$ cat config.mk
export PLATFORM = sky130hd
export DESIGN_NAME = preemptive_priority_scheduler_top
export DESIGN_NICKNAME = d
export VERILOG_FILES = /design/src/sv/pps_pkg.sv /design/src/sv/pps_ctrl.sv /design/src/sv/pps_datapath.sv /design/src/sv/preemptive_priority_scheduler_top.sv
export VERILOG_INCLUDE_DIRS = /design/src /design/src/sv
export SDC_FILE = /design/constraint.sdc
export NUM_CORES = 1
export LEC_CHECK = 0
export BUFFER_PORTS_ARGS = -buffer_cell sky130_fd_sc_hd__buf_2
export CAP_MARGIN = 20
export CELL_PAD_IN_SITES_DETAIL_PLACEMENT = 2
export CELL_PAD_IN_SITES_GLOBAL_PLACEMENT = 2
export CORE_AREA = 5 5 231 233
export DETAILED_ROUTE_END_ITERATION = 8
export DIE_AREA = 0 0 236 238
export PLACE_DENSITY = 0.73
export SETUP_SLACK_MARGIN = 0.05
export SLEW_MARGIN = 20
export SYNTH_ARGS = -nofsm -noshare
export SYNTH_HDL_FRONTEND = slang
export SYNTH_SLANG_ARGS = --single-unit
$ cat constraint.sdc
create_clock -name clock -period 4.6 [get_ports clock]
set_input_delay 0.92 -clock clock [delete_from_list [all_inputs] [get_ports clock]]
set_output_delay 0.92 -clock clock [all_outputs]
set_load 0.01 [all_outputs]
$ cat src/sv/preemptive_priority_scheduler_top_macros.svh
// ----------------------------------------------------------------------------
// preemptive priority scheduler assertion macros
// immediate-cycle and next-cycle implication checks on clock, gated by reset
// ----------------------------------------------------------------------------
`ifndef PREEMPTIVE_PRIORITY_SCHEDULER_TOP_MACROS_SVH
`define PREEMPTIVE_PRIORITY_SCHEDULER_TOP_MACROS_SVH

// consequent must hold in the same cycle as the antecedent
`define PPS_ASSERT_NOW(label, ante, cons, msg) \
   label: assert property (@(posedge clock) disable iff (reset) (ante) |-> (cons)) \
      else $error(msg);

// consequent must hold in the cycle after the antecedent
`define PPS_ASSERT_NEXT(label, ante, cons, msg) \
   label: assert property (@(posedge clock) disable iff (reset) (ante) |=> (cons)) \
      else $error(msg);

`endif

$ cat src/sv/pps_pkg.sv
// ----------------------------------------------------------------------------
// pps_pkg
// shared types and constants of the preemptive priority scheduler
// ----------------------------------------------------------------------------
`timescale 1ns / 1ps

package pps_pkg;

   localparam int MAX_ENTRIES_DEFAULT = 16;
   localparam int TICK_W              = 16;
   localparam int PRI_W               = 8;
   localparam int SLOT_W              = 4;
   localparam int CNT_W               = 5;
   localparam int EVENT_W             = 3;

   localparam logic [TICK_W-1:0] TICK_MAX = '1;
   localparam logic [CNT_W-1:0]  DONE_MAX = '1;

   localparam logic REQ_LOAD = 1'b0;
   localparam logic REQ_TICK = 1'b1;

   typedef enum logic [EVENT_W-1:0] {
      EV_LOAD     = 3'd0,
      EV_NONE     = 3'd1,
      EV_CONTINUE = 3'd2,
      EV_DISPATCH = 3'd3,
      EV_PREEMPT  = 3'd4
   } event_type;

   typedef enum logic [2:0] {
      ST_IDLE,
      ST_LOAD,
      ST_SCAN,
      ST_FLUSH,
      ST_DECIDE
   } state_type;

   typedef struct packed {
      logic capture;
      logic scan_start;
      logic scan_step;
      logic commit_load;
      logic commit_tick;
   } cmd_type;

   typedef struct packed {
      logic scan_last;
      logic out_free;
   } status_type;

endpackage

$ cat src/sv/pps_ctrl.sv
// ----------------------------------------------------------------------------
// pps_ctrl
// sequencer for load and tick transactions: scan, flush, decide and commit
// ----------------------------------------------------------------------------
`timescale 1ns / 1ps

module pps_ctrl (
   input  logic                clock,
   input  logic                reset,
   input  logic                req_valid,
   input  logic                req_type,
   output logic                req_ready,
   input  pps_pkg::status_type status,
   output pps_pkg::cmd_type    cmd
);
   import pps_pkg::*;

   state_type state_ff;
   state_type state_in;

   always_ff @(posedge clock) begin
      if (reset) begin
         state_ff <= ST_IDLE;
      end else begin
         state_ff <= state_in;
      end
   end

   always_comb begin
      state_in = state_ff;
      unique case (state_ff)
         ST_IDLE: begin
            if (req_valid) begin
               state_in = (req_type == REQ_TICK) ? ST_SCAN : ST_LOAD;
            end
         end
         ST_LOAD: begin
            if (status.out_free) begin
               state_in = ST_IDLE;
            end
         end
         ST_SCAN: begin
            if (status.scan_last) begin
               state_in = ST_FLUSH;
            end
         end
         ST_FLUSH: begin
            state_in = ST_DECIDE;
         end
         ST_DECIDE: begin
            if (status.out_free) begin
               state_in = ST_IDLE;
            end
         end
         default: begin
            state_in = ST_IDLE;
         end
      endcase
   end

   always_comb begin
      cmd       = '0;
      req_ready = 1'b0;
      unique case (state_ff)
         ST_IDLE: begin
            req_ready      = 1'b1;
            cmd.capture    = req_valid;
            cmd.scan_start = req_valid;
         end
         ST_LOAD: begin
            cmd.commit_load = status.out_free;
         end
         ST_SCAN: begin
            cmd.scan_step = 1'b1;
         end
         ST_FLUSH: begin
         end
         ST_DECIDE: begin
            cmd.commit_tick = status.out_free;
         end
         default: begin
         end
      endcase
   end

endmodule

$ cat src/sv/pps_datapath.sv
// ----------------------------------------------------------------------------
// pps_datapath
// task tables, scan compare unit, run state, counters and result register
// ----------------------------------------------------------------------------
`timescale 1ns / 1ps

module pps_datapath #(
   parameter int MAX_ENTRIES = pps_pkg::MAX_ENTRIES_DEFAULT
) (
   input  logic                        clock,
   input  logic                        reset,
   input  pps_pkg::cmd_type            cmd,
   output pps_pkg::status_type         status,
   input  logic [pps_pkg::SLOT_W-1:0]  req_task_slot,
   input  logic [pps_pkg::TICK_W-1:0]  req_arrival_tick,
   input  logic [pps_pkg::PRI_W-1:0]   req_task_priority,
   input  logic                        req_running_done,
   input  logic                        csr_write_enable,
   input  logic [pps_pkg::CNT_W-1:0]   csr_write_data,
   output logic                        rsp_valid,
   input  logic                        rsp_ready,
   output logic [pps_pkg::EVENT_W-1:0] rsp_event_code,
   output logic                        rsp_running_valid,
   output logic [pps_pkg::SLOT_W-1:0]  rsp_running_task,
   output logic [pps_pkg::SLOT_W-1:0]  rsp_preempted_task,
   output logic                        rsp_first_start,
   output logic                        rsp_finished_valid,
   output logic [pps_pkg::TICK_W-1:0]  rsp_tick_now,
   output logic                        rsp_all_done
);
   import pps_pkg::*;

   localparam int IDX_W = (MAX_ENTRIES > 1) ? $clog2(MAX_ENTRIES) : 1;
   localparam int LW    = ($clog2(MAX_ENTRIES + 1) > CNT_W) ? $clog2(MAX_ENTRIES + 1) : CNT_W;
   localparam logic [LW-1:0]    MAX_L    = LW'(MAX_ENTRIES);
   localparam logic [IDX_W-1:0] LAST_IDX = IDX_W'(MAX_ENTRIES - 1);

   // captured transaction
   logic [SLOT_W-1:0] slot_ff;
   logic [TICK_W-1:0] arr_ff;
   logic [PRI_W-1:0]  pri_ff;
   logic              done_ff;

   logic [CNT_W-1:0]  task_count_ff;

   // task tables
   logic [TICK_W-1:0] arr_mem [MAX_ENTRIES];
   logic [PRI_W-1:0]  pri_mem [MAX_ENTRIES];
   logic [TICK_W-1:0] arr_rd_ff;
   logic [PRI_W-1:0]  pri_rd_ff;

   // scan unit
   logic [IDX_W-1:0]  scan_addr_ff;
   logic [IDX_W-1:0]  rd_idx_ff;
   logic              eval_ff;
   logic [IDX_W-1:0]  best_idx_ff;
   logic [PRI_W-1:0]  best_pri_ff;
   logic              found_ff;
   logic [PRI_W-1:0]  cur_pri_ff;

   // run state
   logic [MAX_ENTRIES-1:0] fin_ff, fin_in;
   logic [MAX_ENTRIES-1:0] start_ff, start_in;
   logic [IDX_W-1:0]       cur_idx_ff, cur_idx_in;
   logic                   cur_valid_ff, cur_valid_in;
   logic [TICK_W-1:0]      tick_ff, tick_in;
   logic [CNT_W-1:0]       completed_ff, completed_in;

   // result register
   logic              rsp_valid_ff;
   event_type         rsp_event_ff;
   logic              rsp_run_valid_ff;
   logic [SLOT_W-1:0] rsp_run_task_ff;
   logic [SLOT_W-1:0] rsp_preempted_ff;
   logic              rsp_first_ff;
   logic              rsp_fin_ff;
   logic [TICK_W-1:0] rsp_tick_ff;
   logic              rsp_all_done_ff;

   logic [LW-1:0]     live;
   logic              slot_ok;
   logic [IDX_W-1:0]  slot_idx;
   logic              cand;
   logic              take;
   logic              commit;
   event_type         ev;
   logic              run_valid;
   logic [IDX_W-1:0]  run_idx;
   logic [IDX_W-1:0]  preempted_idx;
   logic              first;
   logic              fin_now;

   assign live     = (LW'(task_count_ff) > MAX_L) ? MAX_L : LW'(task_count_ff);
   assign slot_ok  = (LW'(slot_ff) < MAX_L);
   assign slot_idx = IDX_W'(slot_ff);
   assign commit   = cmd.commit_load | cmd.commit_tick;

   assign status.scan_last = (scan_addr_ff == LAST_IDX);
   assign status.out_free  = !rsp_valid_ff || rsp_ready;

   always_ff @(posedge clock) begin
      if (cmd.capture) begin
         slot_ff <= req_task_slot;
         arr_ff  <= req_arrival_tick;
         pri_ff  <= req_task_priority;
         done_ff <= req_running_done;
      end
   end

   always_ff @(posedge clock) begin
      if (reset) begin
         task_count_ff <= '0;
      end else if (csr_write_enable) begin
         task_count_ff <= csr_write_data;
      end
   end

   // table write on load commit, registered read at the scan address
   always_ff @(posedge clock) begin
      if (cmd.commit_load && slot_ok) begin
         arr_mem[slot_idx] <= arr_ff;
         pri_mem[slot_idx] <= pri_ff;
      end
      arr_rd_ff <= arr_mem[scan_addr_ff];
      pri_rd_ff <= pri_mem[scan_addr_ff];
   end

   always_ff @(posedge clock) begin
      if (reset) begin
         eval_ff <= 1'b0;
      end else begin
         eval_ff <= cmd.scan_step;
      end
   end

   always_ff @(posedge clock) begin
      if (cmd.scan_start) begin
         scan_addr_ff <= '0;
      end else if (cmd.scan_step && !status.scan_last) begin
         scan_addr_ff <= scan_addr_ff + 1'b1;
      end
      rd_idx_ff <= scan_addr_ff;
   end

   assign cand = eval_ff && (LW'(rd_idx_ff) < live) && !fin_ff[rd_idx_ff]
                 && (arr_rd_ff <= tick_ff);
   assign take = cand && (!found_ff || (pri_rd_ff > best_pri_ff));

   always_ff @(posedge clock) begin
      if (reset) begin
         found_ff <= 1'b0;
      end else if (cmd.scan_start) begin
         found_ff <= 1'b0;
      end else if (take) begin
         found_ff <= 1'b1;
      end
   end

   always_ff @(posedge clock) begin
      if (take) begin
         best_idx_ff <= rd_idx_ff;
         best_pri_ff <= pri_rd_ff;
      end
      if (eval_ff && (rd_idx_ff == cur_idx_ff)) begin
         cur_pri_ff <= pri_rd_ff;
      end
   end

   always_comb begin
      fin_in        = fin_ff;
      start_in      = start_ff;
      cur_idx_in    = cur_idx_ff;
      cur_valid_in  = cur_valid_ff;
      tick_in       = tick_ff;
      completed_in  = completed_ff;
      ev            = EV_LOAD;
      preempted_idx = '0;
      first         = 1'b0;
      fin_now       = 1'b0;
      run_valid     = 1'b0;
      run_idx       = '0;
      if (cmd.commit_load) begin
         if (slot_ok) begin
            if (fin_ff[slot_idx] && (completed_ff != '0)) begin
               completed_in = completed_ff - 1'b1;
            end
            fin_in[slot_idx]   = 1'b0;
            start_in[slot_idx] = 1'b0;
            if (cur_valid_ff && (cur_idx_ff == slot_idx)) begin
               cur_valid_in = 1'b0;
            end
         end
         run_valid = cur_valid_in;
         run_idx   = cur_valid_in ? cur_idx_ff : '0;
      end else if (cmd.commit_tick) begin
         if (!found_ff) begin
            ev = EV_NONE;
         end else if (cur_valid_ff && (best_pri_ff > cur_pri_ff)) begin
            ev                    = EV_PREEMPT;
            preempted_idx         = cur_idx_ff;
            first                 = !start_ff[best_idx_ff];
            start_in[best_idx_ff] = 1'b1;
            cur_idx_in            = best_idx_ff;
         end else if (!cur_valid_ff) begin
            ev                    = EV_DISPATCH;
            first                 = !start_ff[best_idx_ff];
            start_in[best_idx_ff] = 1'b1;
            cur_idx_in            = best_idx_ff;
            cur_valid_in          = 1'b1;
         end else begin
            ev = EV_CONTINUE;
         end
         run_valid = cur_valid_in;
         run_idx   = cur_valid_in ? cur_idx_in : '0;
         if (cur_valid_in && done_ff) begin
            if (!fin_ff[cur_idx_in]) begin
               fin_in[cur_idx_in] = 1'b1;
               if (completed_ff != DONE_MAX) begin
                  completed_in = completed_ff + 1'b1;
               end
            end
            cur_valid_in = 1'b0;
            fin_now      = 1'b1;
         end
         if (tick_ff != TICK_MAX) begin
            tick_in = tick_ff + 1'b1;
         end
      end
   end

   always_ff @(posedge clock) begin
      if (reset) begin
         fin_ff       <= '0;
         start_ff     <= '0;
         cur_idx_ff   <= '0;
         cur_valid_ff <= 1'b0;
         tick_ff      <= '0;
         completed_ff <= '0;
      end else if (commit) begin
         fin_ff       <= fin_in;
         start_ff     <= start_in;
         cur_idx_ff   <= cur_idx_in;
         cur_valid_ff <= cur_valid_in;
         tick_ff      <= tick_in;
         completed_ff <= completed_in;
      end
   end

   always_ff @(posedge clock) begin
      if (reset) begin
         rsp_valid_ff <= 1'b0;
      end else if (commit) begin
         rsp_valid_ff <= 1'b1;
      end else if (rsp_ready) begin
         rsp_valid_ff <= 1'b0;
      end
   end

   always_ff @(posedge clock) begin
      if (commit) begin
         rsp_event_ff     <= ev;
         rsp_run_valid_ff <= run_valid;
         rsp_run_task_ff  <= SLOT_W'(run_idx);
         rsp_preempted_ff <= SLOT_W'(preempted_idx);
         rsp_first_ff     <= first;
         rsp_fin_ff       <= fin_now;
         rsp_tick_ff      <= tick_ff;
         rsp_all_done_ff  <= (LW'(completed_in) >= live);
      end
   end

   assign rsp_valid          = rsp_valid_ff;
   assign rsp_event_code     = rsp_event_ff;
   assign rsp_running_valid  = rsp_run_valid_ff;
   assign rsp_running_task   = rsp_run_task_ff;
   assign rsp_preempted_task = rsp_preempted_ff;
   assign rsp_first_start    = rsp_first_ff;
   assign rsp_finished_valid = rsp_fin_ff;
   assign rsp_tick_now       = rsp_tick_ff;
   assign rsp_all_done       = rsp_all_done_ff;

endmodule

$ cat src/sv/preemptive_priority_scheduler_top.sv
// ----------------------------------------------------------------------------
// preemptive_priority_scheduler_top
// load: result registered when LOAD commits, once the result register is free;
// tick: result registered when DECIDE commits after SCAN and FLUSH, also once free;
// scan is serial through the single table read port; requests taken only in IDLE
// reset clears marks, run state, tick and completion counters and task_count;
// task tables are undefined until loaded, no clearing pass
// ----------------------------------------------------------------------------
`timescale 1ns / 1ps

`include "preemptive_priority_scheduler_top_macros.svh"

module preemptive_priority_scheduler_top #(
   parameter int MAX_ENTRIES = pps_pkg::MAX_ENTRIES_DEFAULT
) (
   input  logic                        clock,
   input  logic                        reset,
   input  logic                        req_valid,
   output logic                        req_ready,
   input  logic                        req_type,
   input  logic [pps_pkg::SLOT_W-1:0]  req_task_slot,
   input  logic [pps_pkg::TICK_W-1:0]  req_arrival_tick,
   input  logic [pps_pkg::PRI_W-1:0]   req_task_priority,
   input  logic                        req_running_done,
   output logic                        rsp_valid,
   input  logic                        rsp_ready,
   output logic [pps_pkg::EVENT_W-1:0] rsp_event_code,
   output logic                        rsp_running_valid,
   output logic [pps_pkg::SLOT_W-1:0]  rsp_running_task,
   output logic [pps_pkg::SLOT_W-1:0]  rsp_preempted_task,
   output logic                        rsp_first_start,
   output logic                        rsp_finished_valid,
   output logic [pps_pkg::TICK_W-1:0]  rsp_tick_now,
   output logic                        rsp_all_done,
   input  logic                        csr_write_enable,
   input  logic [pps_pkg::CNT_W-1:0]   csr_write_data
);
   import pps_pkg::*;

   cmd_type    cmd;
   status_type status;

   pps_ctrl u_ctrl (
      .clock     (clock),
      .reset     (reset),
      .req_valid (req_valid),
      .req_type  (req_type),
      .req_ready (req_ready),
      .status    (status),
      .cmd       (cmd)
   );

   pps_datapath #(
      .MAX_ENTRIES (MAX_ENTRIES)
   ) u_datapath (
      .clock              (clock),
      .reset              (reset),
      .cmd                (cmd),
      .status             (status),
      .req_task_slot      (req_task_slot),
      .req_arrival_tick   (req_arrival_tick),
      .req_task_priority  (req_task_priority),
      .req_running_done   (req_running_done),
      .csr_write_enable   (csr_write_enable),
      .csr_write_data     (csr_write_data),
      .rsp_valid          (rsp_valid),
      .rsp_ready          (rsp_ready),
      .rsp_event_code     (rsp_event_code),
      .rsp_running_valid  (rsp_running_valid),
      .rsp_running_task   (rsp_running_task),
      .rsp_preempted_task (rsp_preempted_task),
      .rsp_first_start    (rsp_first_start),
      .rsp_finished_valid (rsp_finished_valid),
      .rsp_tick_now       (rsp_tick_now),
      .rsp_all_done       (rsp_all_done)
   );

   `PPS_ASSERT_NEXT(a_busy_after_accept, req_valid && req_ready, !req_ready, "accepted while busy")
   `PPS_ASSERT_NOW(a_load_quiet, rsp_valid && (rsp_event_code == EV_LOAD), !rsp_first_start && !rsp_finished_valid && (rsp_preempted_task == '0), "load ack with tick fields")
   `PPS_ASSERT_NOW(a_dispatch_runs, rsp_valid && ((rsp_event_code == EV_DISPATCH) || (rsp_event_code == EV_PREEMPT)), rsp_running_valid, "dispatch without running task")
   `PPS_ASSERT_NOW(a_finish_runs, rsp_valid && rsp_finished_valid, rsp_running_valid, "finish without running task")

endmodule
# --- Word-level counts from Yosys, hierarchy flattened ---
# Memory sizes are Yosys's and may differ from the RTL's. A register that Yosys moved wholly into a read port is not among the register bits.
# Cells that the tools add are included.
op_classes:
  addsub: 4
  n_lt_le_gt_ge: 13
  eq_ne: 14
  muxes: 70
  bitwise_logic: 10
  n_reduce_logical: 38
ops:
  columns: ["op", "count"]
  rows:
  - ["16-bit two-way mux", 9]
  - ["4-bit two-way mux", 9]
  - ["5-bit two-way mux", 7]
  - ["16-bit bitwise AND", 2]
  - ["16-bit OR", 2]
  - ["1-bit two-way mux", 31]
  - ["4-bit by 5-bit less-than comparator with 1-bit output, second input constant", 4]
  - ["16-bit by 1-bit adder with 16-bit output, second input constant", 1]
  - ["1-bit binary-select mux with 4-bit select", 4]
  - ["8-bit > comparator", 2]
  - ["16-bit <= comparator", 1]
  - ["16-bit inequality test, second input constant", 1]
  - ["16-bit inverter", 1]
  - ["1-bit logical AND", 13]
  - ["1-bit demux with 4-bit select", 3]
  - ["4-bit by 1-bit >= comparator with 1-bit output, second input constant", 3]
  - ["3-bit two-way mux", 4]
  - ["3-bit one-hot mux with 4 select lines", 1]
  - ["4-bit AND reduction", 3]
  - ["4-bit equality test", 2]
  - ["2-bit nonzero test", 4]
  - ["4-bit OR reduction", 2]
  - ["3-bit by 2-bit equality test with 1-bit output, second input constant", 2]
  - ["2-bit by 1-bit inequality test with 1-bit output, second input constant", 3]
  - ["other kinds (23)", 35]
word_totals:
  reg_bits: 157
  ram_bits: 384
  input_bits: 40
  output_inout_bits: 33
  elab_cells: 181
  memories: 2
memory_table:
  columns: ["memory", "depth", "width", "rd", "rd_ports_with_merged_regs", "wr", "line_no", "text"]
  rows:
  - ["u_datapath.arr_mem", 16, 16, 1, 1, 1, "pps_datapath.sv:47", "logic [TICK_W-1:0] arr_mem [MAX_ENTRIES];"]
  - ["u_datapath.pri_mem", 16, 8, 1, 1, 1, "pps_datapath.sv:48", "logic [PRI_W-1:0] pri_mem [MAX_ENTRIES];"]

# --- Depth between registers and ports, before layout ---
# Gate-level depths: netlist of the first run.
logic_depth:
  word_depth: 15
  depth_mapped: 21
  mapped_depth_nobuf: 19

# --- Hierarchy ---
# Synthesis of the first run repeated with hierarchy kept, for this count alone.
unflattened:
  hier_cells: 1267
  hier_area_um2: 22516.6
modules_own_cells:
  columns: ["module", "n_inst", "cells_each", "area_per_inst_um2", "seq_area_each_um2"]
  rows:
  - ["pps_datapath", 1, 1241, 22300.1, 15895.2]
  - ["pps_ctrl", 1, 26, 216.5, 60.1]

# --- Worst setup path before layout of the first run ---
# No wires, ideal clock.
synth_timing:
  path_type: "flip-flop to flip-flop"
  start: "reg u_datapath.best_pri_ff[7]"
  end: "reg u_datapath.rsp_all_done_ff, in the netlist u_datapath.rsp_all_done, data pin"
  setup_time_ps: 257
  t_arrival_ps: 3571
  required_time_ps: 4343
  path_slack_ps: 772
  path_stages_with_launch: 21
  n_path_buf: 3
  synth_period_minus_slack_ps: 3828
  cell_sequence: "edfxtp_1 > ha_1 > nand4_1 > nor2_1 > a21boi_1 > o21a_4 > mux2i_1 > buf_4 > mux2i_1 > o221ai_1 > and4b_1 > buf_4 > buf_6 > a21oi_1 > or2_1 > ha_1 > a21o_1 > a21oi_1 > nor2b_1 > o21ai_0 > nand2b_1"
synth_via:
  elab_chain_cells: 13
  elab_cells_between_ends: 18
  classes_between: "order compare: 2; mux: 14; reduce/logical: 2"
synth_rtl:
  columns: ["item", "line_no", "text"]
  rows:
  - ["start: declaration", "pps_datapath.sv:57", "logic [PRI_W-1:0] best_pri_ff;"]
  - ["start signal: assignment", "pps_datapath.sv:162", "best_pri_ff <= pri_rd_ff;"]
  - ["8-bit > comparator (*)", "pps_datapath.sv:198", "end else if (cur_valid_ff && (best_pri_ff > cur_pri_ff)) begin"]
  - ["1-bit logical AND (*)", "pps_datapath.sv:198", null]
  - ["4-bit two-way mux", "pps_datapath.sv:198", null]
  - ["4-bit two-way mux", "pps_datapath.sv:196", "if (!found_ff) begin"]
  - ["4-bit two-way mux", "pps_datapath.sv:195", "end else if (cmd.commit_tick) begin"]
  - ["4-bit two-way mux", "pps_datapath.sv:182", "if (cmd.commit_load) begin"]
  - ["1-bit binary-select mux with 4-bit select", "pps_datapath.sv:216", "if (!fin_ff[cur_idx_in]) begin"]
  - ["1-bit two-way mux (not written as such)", "pps_datapath.sv:216", null]
  - ["5-bit two-way mux", "pps_datapath.sv:216", null]
  - ["5-bit two-way mux (*)", "pps_datapath.sv:215", "if (cur_valid_in && done_ff) begin"]
  - ["5-bit two-way mux (*)", "pps_datapath.sv:195", null]
  - ["5-bit two-way mux (*)", "pps_datapath.sv:182", null]
  - ["via u_datapath.completed_in[1]", "pps_datapath.sv:67", "logic [CNT_W-1:0] completed_ff, completed_in;"]
  - ["5-bit >= comparator (*)", "pps_datapath.sv:268", "rsp_all_done_ff <= (LW'(completed_in) >= live);"]
  - ["end signal: assignment", "pps_datapath.sv:268", null]
  - ["end: declaration", "pps_datapath.sv:78", "logic rsp_all_done_ff;"]
# Mark *: on every way through the listed nets, which the timed path passes. The rest lies on a longest branch. The select of a mux whose other input is x is not followed.
# A chain may end at the register's enable or synchronous reset.

# --- Worst setup path in the final report of the first run ---
layout_timing:
  start: "reg u_datapath.best_pri_ff[5]"
  end: "reg u_datapath.rsp_all_done_ff, in the netlist u_datapath.rsp_all_done, data pin"
layout_via:
  elab_chain_cells: 13
  elab_cells_between_ends: 18
  classes_between: "order compare: 2; mux: 14; reduce/logical: 2"
layout_rtl:
  columns: ["item", "line_no"]
  rows:
  - ["8-bit > comparator (*)", "pps_datapath.sv:198"]
  - ["1-bit logical AND (*)", "pps_datapath.sv:198"]
  - ["4-bit two-way mux", "pps_datapath.sv:198"]
  - ["4-bit two-way mux", "pps_datapath.sv:196"]
  - ["4-bit two-way mux", "pps_datapath.sv:195"]
  - ["4-bit two-way mux", "pps_datapath.sv:182"]
  - ["1-bit binary-select mux with 4-bit select", "pps_datapath.sv:216"]
  - ["1-bit two-way mux (not written as such)", "pps_datapath.sv:216"]
  - ["5-bit two-way mux", "pps_datapath.sv:216"]
  - ["5-bit two-way mux (*)", "pps_datapath.sv:215"]
  - ["5-bit two-way mux (*)", "pps_datapath.sv:195"]
  - ["5-bit two-way mux (*)", "pps_datapath.sv:182"]
  - ["5-bit >= comparator (*)", "pps_datapath.sv:268"]
# Every way passes the cells marked *; elsewhere a longest branch is shown, timed or not. The select of a mux whose other input is x is not followed.

==> results of run 1 <==
placed cells by master (no fill, tap or decap), types with 4 or more instances in the layout:
| cell | n |
|---|---|
| inv_1 | 56 |
| a21oi_1 | 28 |
| dfxtp_1 | 98 |
| a21boi_0 | 5 |
| nand2_1 | 69 |
| a32oi_1 | 8 |
| and3_1 | 4 |
| xor2_1 | 6 |
| nand2b_1 | 11 |
| o21ai_0 | 24 |
| edfxtp_1 | 464 |
| clkinv_2 | 13 |
| a31oi_1 | 8 |
| clkbuf_1 | 15 |
| ha_1 | 44 |
| nor2_1 | 86 |
| a21o_1 | 4 |
| nand4_1 | 14 |
| nand3_1 | 17 |
| buf_4 | 42 |
| o21a_1 | 8 |
| bufinv_16 | 5 |
| nor2b_1 | 18 |
| clkbuf_16 | 59 |
| a22oi_1 | 12 |
| nand3b_1 | 8 |
| or3_1 | 5 |
| mux4_2 | 134 |
| clkinvlp_4 | 5 |
| clkbuf_8 | 9 |
| xnor2_1 | 20 |
| mux2i_1 | 16 |
| nor3_1 | 17 |
| buf_2 | 72 |
through the flow:
step / utilization [%] / setup slack [ps] / hold slack [ps]
finish: 51.1 / 260 / 442
global route: 51.1 / 70.0 / 418
detailed placement: 47.0 / 26.9 / 431
floorplan: - / 772 / 329
CTS: 51.0 / 121 / 411
global placement: 47.0 / 305 / 418
cell families (layout without fill, tap and decap cells):
| kind of cell | count (synthesis) | count (layout) | synth area share, % |
|---|---|---|---|
| AO/OA/AOI/OAI | 133 | 134 | 4.10 |
| XOR/XNOR | 26 | 26 | 1.01 |
| adder cells (fa/ha/maj) | 44 | 44 | 2.43 |
| buffers and inverters | 118 | 286 | 2.07 |
| flip-flops | 565 | 565 | 70.4 |
| multiplexers | 155 | 155 | 14.3 |
| AND/OR/NAND/NOR | 270 | 270 | 5.66 |
area by class of cell:
cell class | count | area, um^2 | area share, %
Sequential cell | 565 | 16000 | 61.2
Multi-Input combinational cell | 629 | 6300 | 24.2
Clock buffer | 83 | 1660 | 6.35
Tap cell | 680 | 851 | 3.26
Timing Repair Buffer | 117 | 736 | 2.82
Clock inverter | 29 | 345 | 1.32
Inverter | 57 | 214 | 0.821
layer usage:
layer | vias to the layer above | global-route usage, % | wire (um)
met1 | 6739 | 29.1 | 25600
met5 | - | 0 | 0
met3 | 124 | 4.01 | 3900
li1 | 5377 | - | -
met2 | 440 | 40.9 | 33500
met4 | 0 | 6.56 | 1790
critical path: stages, from the launching register on:
cell and delay (ps):
edfxtp_1 420, ha_1 350, a21oi_1 120, o211ai_1 470
o21a_4 310, buf_4 140, mux2_2 330, a22oi_1 170
a22o_1 170, and4b_4 350, a21boi_2 100, xnor2_1 130
ha_1 280, nand2b_1 150, a21o_1 180, a21oi_1 160
nor2b_1 60, o21ai_0 150, nand2b_1 70
how the worst max path moves through the flow:
stage | end | slack (ps) | cells after the start
final | u_datapath.rsp_all_done$_DFFE_PN_ | 260 | 18
after CTS | u_datapath.rsp_all_done$_DFFE_PN_ | 120 | 18
after global routing | u_datapath.rsp_all_done$_DFFE_PN_ | 70 | 17
after floorplan | u_datapath.rsp_all_done$_DFFE_PN_ | 770 | 20
after global placement | u_datapath.rsp_all_done$_DFFE_PN_ | 310 | 18
after detailed placement | u_datapath.rsp_all_done$_DFFE_PN_ | 30 | 18
power breakdown:
| group | internal, mW | switching (mW) | leakage (nW) |
|---|---|---|---|
| clock | 2.81 | 2.07 | 0.969 |
| sequential | 5.92 | 0.441 | 5.03 |
| combinational | 0.826 | 0.792 | 2.74 |
repair_timing:
action,in CTS,in global routing
pin swaps,0,3
setup endpoints to repair,1,1
cloned,0,1
gates resized for setup,2,4
buffers inserted,0,6
hold endpoints to repair,0,0
flip-flops by register name (all words and copies together) (netlist names), 5 cells and up:
register	cells
u_datapath.arr_ff	16
u_datapath.task_count_ff	5
u_datapath.completed_ff	5
u_datapath.start_ff	16
u_datapath.best_pri_ff	8
u_datapath.arr_rd_ff	16
u_datapath.arr_mem	256
u_datapath.fin_ff	16
u_datapath.pri_ff	8
u_datapath.tick_ff	16
u_datapath.pri_mem	128
u_datapath.pri_rd_ff	8
u_datapath.cur_pri_ff	8
u_datapath.rsp_tick_now	16
==> qor.log, run 1 <==
INFO  global_route   grt_start_max_net_pins=52
INFO  cts            holdBufCountCts=0
INFO  layout         instances_no_fill=2160
INFO  sta            tightest_slew=994ps
INFO  setup_path     timing.setup.critical_path_class=flop to flop
INFO  synth          synth_top_flop_cell=edfxtp_1
INFO  layout         antenna_cells=0
INFO  min_path       hold-path-endpoint=u_datapath.rsp_tick_now[10]$_DFFE_PN_
INFO  routing        routed_wire_length_per_instance=30.0um
INFO  routing        first_iter_violations=1085
INFO  place          io_buffers=72
INFO  synth          ys_async_rst_share=0%
INFO  floorplanning  area_of_the_die=56200um^2
INFO  routing        post_dr_vias_cell=5.87
INFO  cts            worst_skew_pair.late_latency=650ps
INFO  setup_path     reg2regPathDepth=18
INFO  floorplanning  design.core.area=51000um^2
INFO  flow_run       maxCapViolCount=0
INFO  cts            clock_tree_from_tritoncts=done
INFO  layout         drive_gt1_share=25.3%
INFO  sta            fin_worst_skew=30.1ps
INFO  min_path       hold_path_startpoint=u_datapath.tick_ff[10]$_SDFFE_PP0P_
INFO  cts            cts.sink_count=565
INFO  cts            numCtsBuffers=59
INFO  pwr            vdd_drop_max=0.370mV
INFO  setup_path     timing.critical_path.fanout_max=9
INFO  place          finalWeightedCongestion=0.818
INFO  synth          yosysWarningCount=0
INFO  place          placedInstanceArea=24000um^2
INFO  global_route   grt_first_pass_wirelength=95200um
INFO  cts            clock_tree_root_driver_cell=clkbuf_16
INFO  routing        drt.antenna.violating_nets=0
INFO  floorplanning  die-height=238um
INFO  sta            timing.final.crit_share=94.3%
INFO  synth          syn_inst=1311
INFO  run_status     status=completed
INFO  synth          synth_top_cell_area_share=61.5%
INFO  synth          synth_common_cells=464 x edfxtp_1, 134 x mux4_2, 101 x dfxtp_1
INFO  place          dp.final_hpwl=39500um
INFO  routing        route.final.wire_length=64900um
INFO  routing        via_count=12680
INFO  sta            slew_headroom=33.7%
INFO  sta            layout_min_cycle_time=4340ps
INFO  synth          postSynthAreaPerCell=17.3um^2
INFO  cts            cts-root-to-sink-buffers=3
INFO  global_route   first_global_vias=13877
INFO  layout         area_delta_synth_final=15.1%
INFO  layout         num-fill-cells=4497
INFO  cts            cts.clk_slew.worst_paths=60ps
INFO  synth          synth_edf_count=464
INFO  cts            cts.htree.levels=2
INFO  sta            rsz0062_at_grt=no
INFO  synth          area_of_the_mapped_netlist=22700um^2
INFO  synth          yosys.area.top_type=edfxtp_1
INFO  floorplanning  start_util=44.4%
INFO  synth          ys_top_cells_by_area=edfxtp_1 61%, mux4_2 13%, dfxtp_1 8.9%
INFO  synth          synth_seq_area_share=70.4%
INFO  layout         final_cell_area=26100um^2
INFO  sta            final-setup-viol-count=0
INFO  synth          synth_cell_type_count=71
INFO  floorplanning  std_cell_rows=83
INFO  min_path       hold_depth=0
INFO  sta            fin_setup_tns=0ps
INFO  pwr            pwr_density_cell=493nW/um^2
INFO  setup_path     worst_setup_path_startpoint=u_datapath.best_pri_ff[5]$_DFFE_PP_
INFO  floorplanning  num_io_pins=73
INFO  layout         final_net_count=1513
INFO  sta            final-max-slew-violation-count=0
INFO  setup_path     critPathRequiredTime=4990ps
INFO  sta            fmax=230MHz
INFO  place          placed_cells_incl_taps=2041
INFO  global_route   antenna_violations_before_repair=1
INFO  global_route   grt_use_total=22.9%
INFO  synth          syn-num-nets=1395
INFO  routing        pre_antenna_drt_iters=5
INFO  setup_path     setup.worst_path.end_class=flop
INFO  synth          synth.ff_latch_count=565
INFO  pwr            power.static_leakage=8.74nW
INFO  setup_path     r2r-start=u_datapath.best_pri_ff[5]$_DFFE_PP_
INFO  setup_path     critPathLaunchType=flop
INFO  setup_path     ff2ff_setup_slack=260ps
INFO  routing        detail_route.drc_violations=0
INFO  setup_path     worstReg2RegEnd=u_datapath.rsp_all_done$_DFFE_PN_
INFO  min_path       hold_path_class=flop to flop
INFO  global_route   grt.overflow.total=0
INFO  floorplanning  floorplan.die.width=236um
INFO  synth          yosysMostFrequentCell=edfxtp_1
INFO  setup_path     arrival_time_reported_for_the_critical_path_endpoint=4730ps
INFO  pwr            finalPower=12.9mW
INFO  sta            report.final.hold_viol_count=0
(Power assumes the default switching activity.)
==> inputs of run 2 (changes only) <==
Settings changed: CTS_BUF_LIST from default to sky130_fd_sc_hd__clkbuf_4.
==> run 2 against run 1 <==
Final cell count grew 7.8%. Sequential share of layout area down 0.16 points. Clock power down 4.3%. Critical endpoint unchanged. Largest power group unchanged.
==> qor.log, run 2 (synthesized netlist as in run 1, its figures left out) <==
INFO  global_route   busiest_layer=met2
INFO  min_path       hold_depth=1
INFO  place          io_buffers=72
INFO  layout         drive_gt1_share=31.7%
INFO  setup_path     reg2regPathDepth=17
INFO  routing        route.final.wire_length=67100um
INFO  setup_path     critPathRequiredTime=5310ps
INFO  routing        routed_wire_length_per_instance=28.8um
INFO  cts            worst_skew_pair.late_latency=1050ps
INFO  cts            cts.sink_count=565
INFO  pwr            power.static_leakage=8.98nW
INFO  run_status     status=completed
INFO  routing        pre_antenna_drt_iters=5
INFO  flow_run       maxCapViolCount=0
INFO  global_route   grt.overflow.total=0
INFO  layout         largest_register=u_datapath.arr_mem
INFO  routing        post_dr_vias_cell=5.70
INFO  layout         largest_reg_flops=256
INFO  cts            cts-root-to-sink-buffers=3
INFO  sta            final-setup-viol-count=0
INFO  global_route   fraction_of_met1_tracks_used_by_global_routing=28.6%
INFO  setup_path     critPathLaunchType=flop
INFO  routing        detail_route.drc_violations=0
INFO  floorplanning  num_io_pins=73
INFO  global_route   grt_first_pass_wirelength=98600um
INFO  place          dp.final_hpwl=39500um
INFO  setup_path     crit_buf_inv=1
INFO  setup_path     timing.setup.critical_path_class=flop to flop
INFO  sta            timing.final.crit_share=95.3%
INFO  pwr            finalPower=12.7mW
INFO  sta            fmax=228MHz
INFO  global_route   gr-usage-met2=41.9%
INFO  layout         final_cell_area=26100um^2
INFO  setup_path     ff2ff_setup_slack=220ps
INFO  setup_path     crit_slowest_cell=o211ai_1
INFO  setup_path     worst_path_largest_cell_delay=420ps
INFO  setup_path     worstReg2RegEnd=u_datapath.rsp_all_done$_DFFE_PN_
INFO  layout         reg_top3=u_datapath.arr_mem x256, u_datapath.pri_mem x128
INFO  setup_path     cpLargestDelayFamily=compound AO/OA/AOI/OAI gates
INFO  pwr            vdd_drop_max=0.275mV
INFO  routing        via_count=13277
INFO  layout         final_core_util=51.3%
INFO  floorplanning  start_util=44.4%
INFO  setup_path     r2r-start=u_datapath.best_pri_ff[7]$_DFFE_PP_
INFO  layout         final_common_cell=edfxtp_1
INFO  routing        first_iter_violations=873
INFO  cts            clock_tree_root_driver_cell=clkbuf_4
INFO  sta            slew_headroom=33.9%
INFO  sta            fin_setup_tns=0ps
INFO  routing        drt.antenna.violating_nets=0
INFO  layout         area_delta_synth_final=15.4%
INFO  pwr            pwr_density_cell=485nW/um^2
INFO  sta            final-max-slew-violation-count=0
INFO  global_route   globalRouteMet3Util=6.14%
INFO  layout         layout.cells.most_common_list=464 x edfxtp_1, 226 x clkbuf_4, 134 x mux4_2, 98 x dfxtp_1, 86 x nor2_1
INFO  sta            fin_worst_skew=95.0ps
INFO  setup_path     timing.critical_path.fanout_max=9
INFO  cts            clock_tree_from_tritoncts=done
INFO  global_route   grt_use_total=24.1%
INFO  sta            report.final.hold_viol_count=0
INFO  setup_path     arrival_time_reported_for_the_critical_path_endpoint=5100ps
INFO  setup_path     crit_path_cell_trace=ha_1 -> nand2_1 -> o211ai_1 -> o21a_4 -> mux2i_4 -> buf_4 -> a21oi_1 -> a22o_1 -> and4b_2 -> a31o_1 -> or2_1 -> ha_1 -> a21o_1 -> a21oi_1 -> nor2b_1 -> o21ai_0 -> nand2b_1
INFO  cts            cts.htree.levels=4
INFO  min_path       hold_path_class=input pin to flop
INFO  global_route   grt_start_max_net_pins=52
INFO  place          placedInstanceArea=24000um^2
INFO  sta            rsz0062_at_grt=no
INFO  sta            setup_ws=216ps
INFO  cts            cts.clk_slew.worst_paths=70ps
INFO  floorplanning  design.core.area=51000um^2
INFO  place          finalWeightedCongestion=0.818
INFO  sta            tightest_slew=992ps
INFO  global_route   first_global_vias=14948
INFO  floorplanning  floorplan.die.width=236um
INFO  floorplanning  die-height=238um
INFO  sta            layout_min_cycle_time=4380ps
INFO  min_path       hold_path_startpoint=req_arrival_tick[8]
INFO  cts            numCtsBuffers=152
INFO  global_route   antenna_violations_before_repair=3
INFO  place          place_worst_setup_slack=26.9ps
INFO  floorplanning  std_cell_rows=83
INFO  floorplanning  area_of_the_die=56200um^2
INFO  setup_path     setup.worst_path.end_class=flop
INFO  layout         final_net_count=1614
INFO  min_path       hold-path-endpoint=u_datapath.arr_ff[8]$_DFFE_PP_
## run 2: cell types whose count changed in the layout (fill, tap and decap cells not counted), sizes merged
| cell | before | now |
|---|---|---|
| bufinv | 5 | 4 |
| clkbuf | 83 | 226 |
| clkinv | 18 | 29 |
| clkinvlp | 5 | 2 |
| diode | 0 | 6 |
| dlygate4sd3 | 0 | 9 |
| inv | 58 | 62 |
| o21a | 10 | 9 |
## run 2: what timing repair did
action | 4_1_cts | 5_1_grt
setup endpoints to repair | 1 | 1
pin swaps | 0 | 2
hold buffers | 9 | 0
endpoints found under the hold margin | 9 | 0
setup buffers | 0 | 6
resized for setup | 2 | 5
## run 2: worst max-delay path by stage
| stage | startpoint | end | slack [ps] | cells after the start |
|---|---|---|---|---|
| floorplan | u_datapath.best_pri_ff[7]$_DFFE_PP_ | u_datapath.rsp_all_done$_DFFE_PN_ | 770 | 20 |
| global placement | u_datapath.best_pri_ff[7]$_DFFE_PP_ | u_datapath.rsp_all_done$_DFFE_PN_ | 310 | 18 |
| detailed placement | u_datapath.best_pri_ff[5]$_DFFE_PP_ | u_datapath.rsp_all_done$_DFFE_PN_ | 30 | 18 |
| CTS | u_datapath.cur_pri_ff[5]$_DFFE_PP_ | u_datapath.rsp_all_done$_DFFE_PN_ | 130 | 19 |
| global route | u_datapath.best_pri_ff[7]$_DFFE_PP_ | u_datapath.rsp_all_done$_DFFE_PN_ | 9 | 18 |
| finish | u_datapath.best_pri_ff[7]$_DFFE_PP_ | u_datapath.rsp_all_done$_DFFE_PN_ | 220 | 17 |
## run 2: power breakdown
group,internal [mW],switching (mW)
clock,2.47,2.20
combinational,0.831,0.792
sequential,5.92,0.449
total,9.22,3.45
## run 2: area by class of cell
cell class / count / area [um^2]
multi-input cells: 628 / 6300
fillers: 4625 / 24800
repair buffers: 126 / 823
diodes: 6 / 15.0
well taps: 680 / 851
inverters: 57 / 214
clock inverters: 40 / 277
flip-flops and latches: 565 / 16000
clock buffers: 226 / 1700
## run 2: layer usage
layer  vias to the layer above  routed length, um
li1                       5663                  -
met1                      6964              25900
met2                       504              34800
met3                       146               4120
met4                         0               2340
met5                         -                  0
## run 2: metrics by stage
step | hold WS (ps) | instances
final | 99.1 | 2328
after global routing | 18.0 | 2325
after CTS | 2.21 | 2316
after detailed placement | 431 | 2041
after global placement | 418 | 2041
after floorplan | 329 | 1311
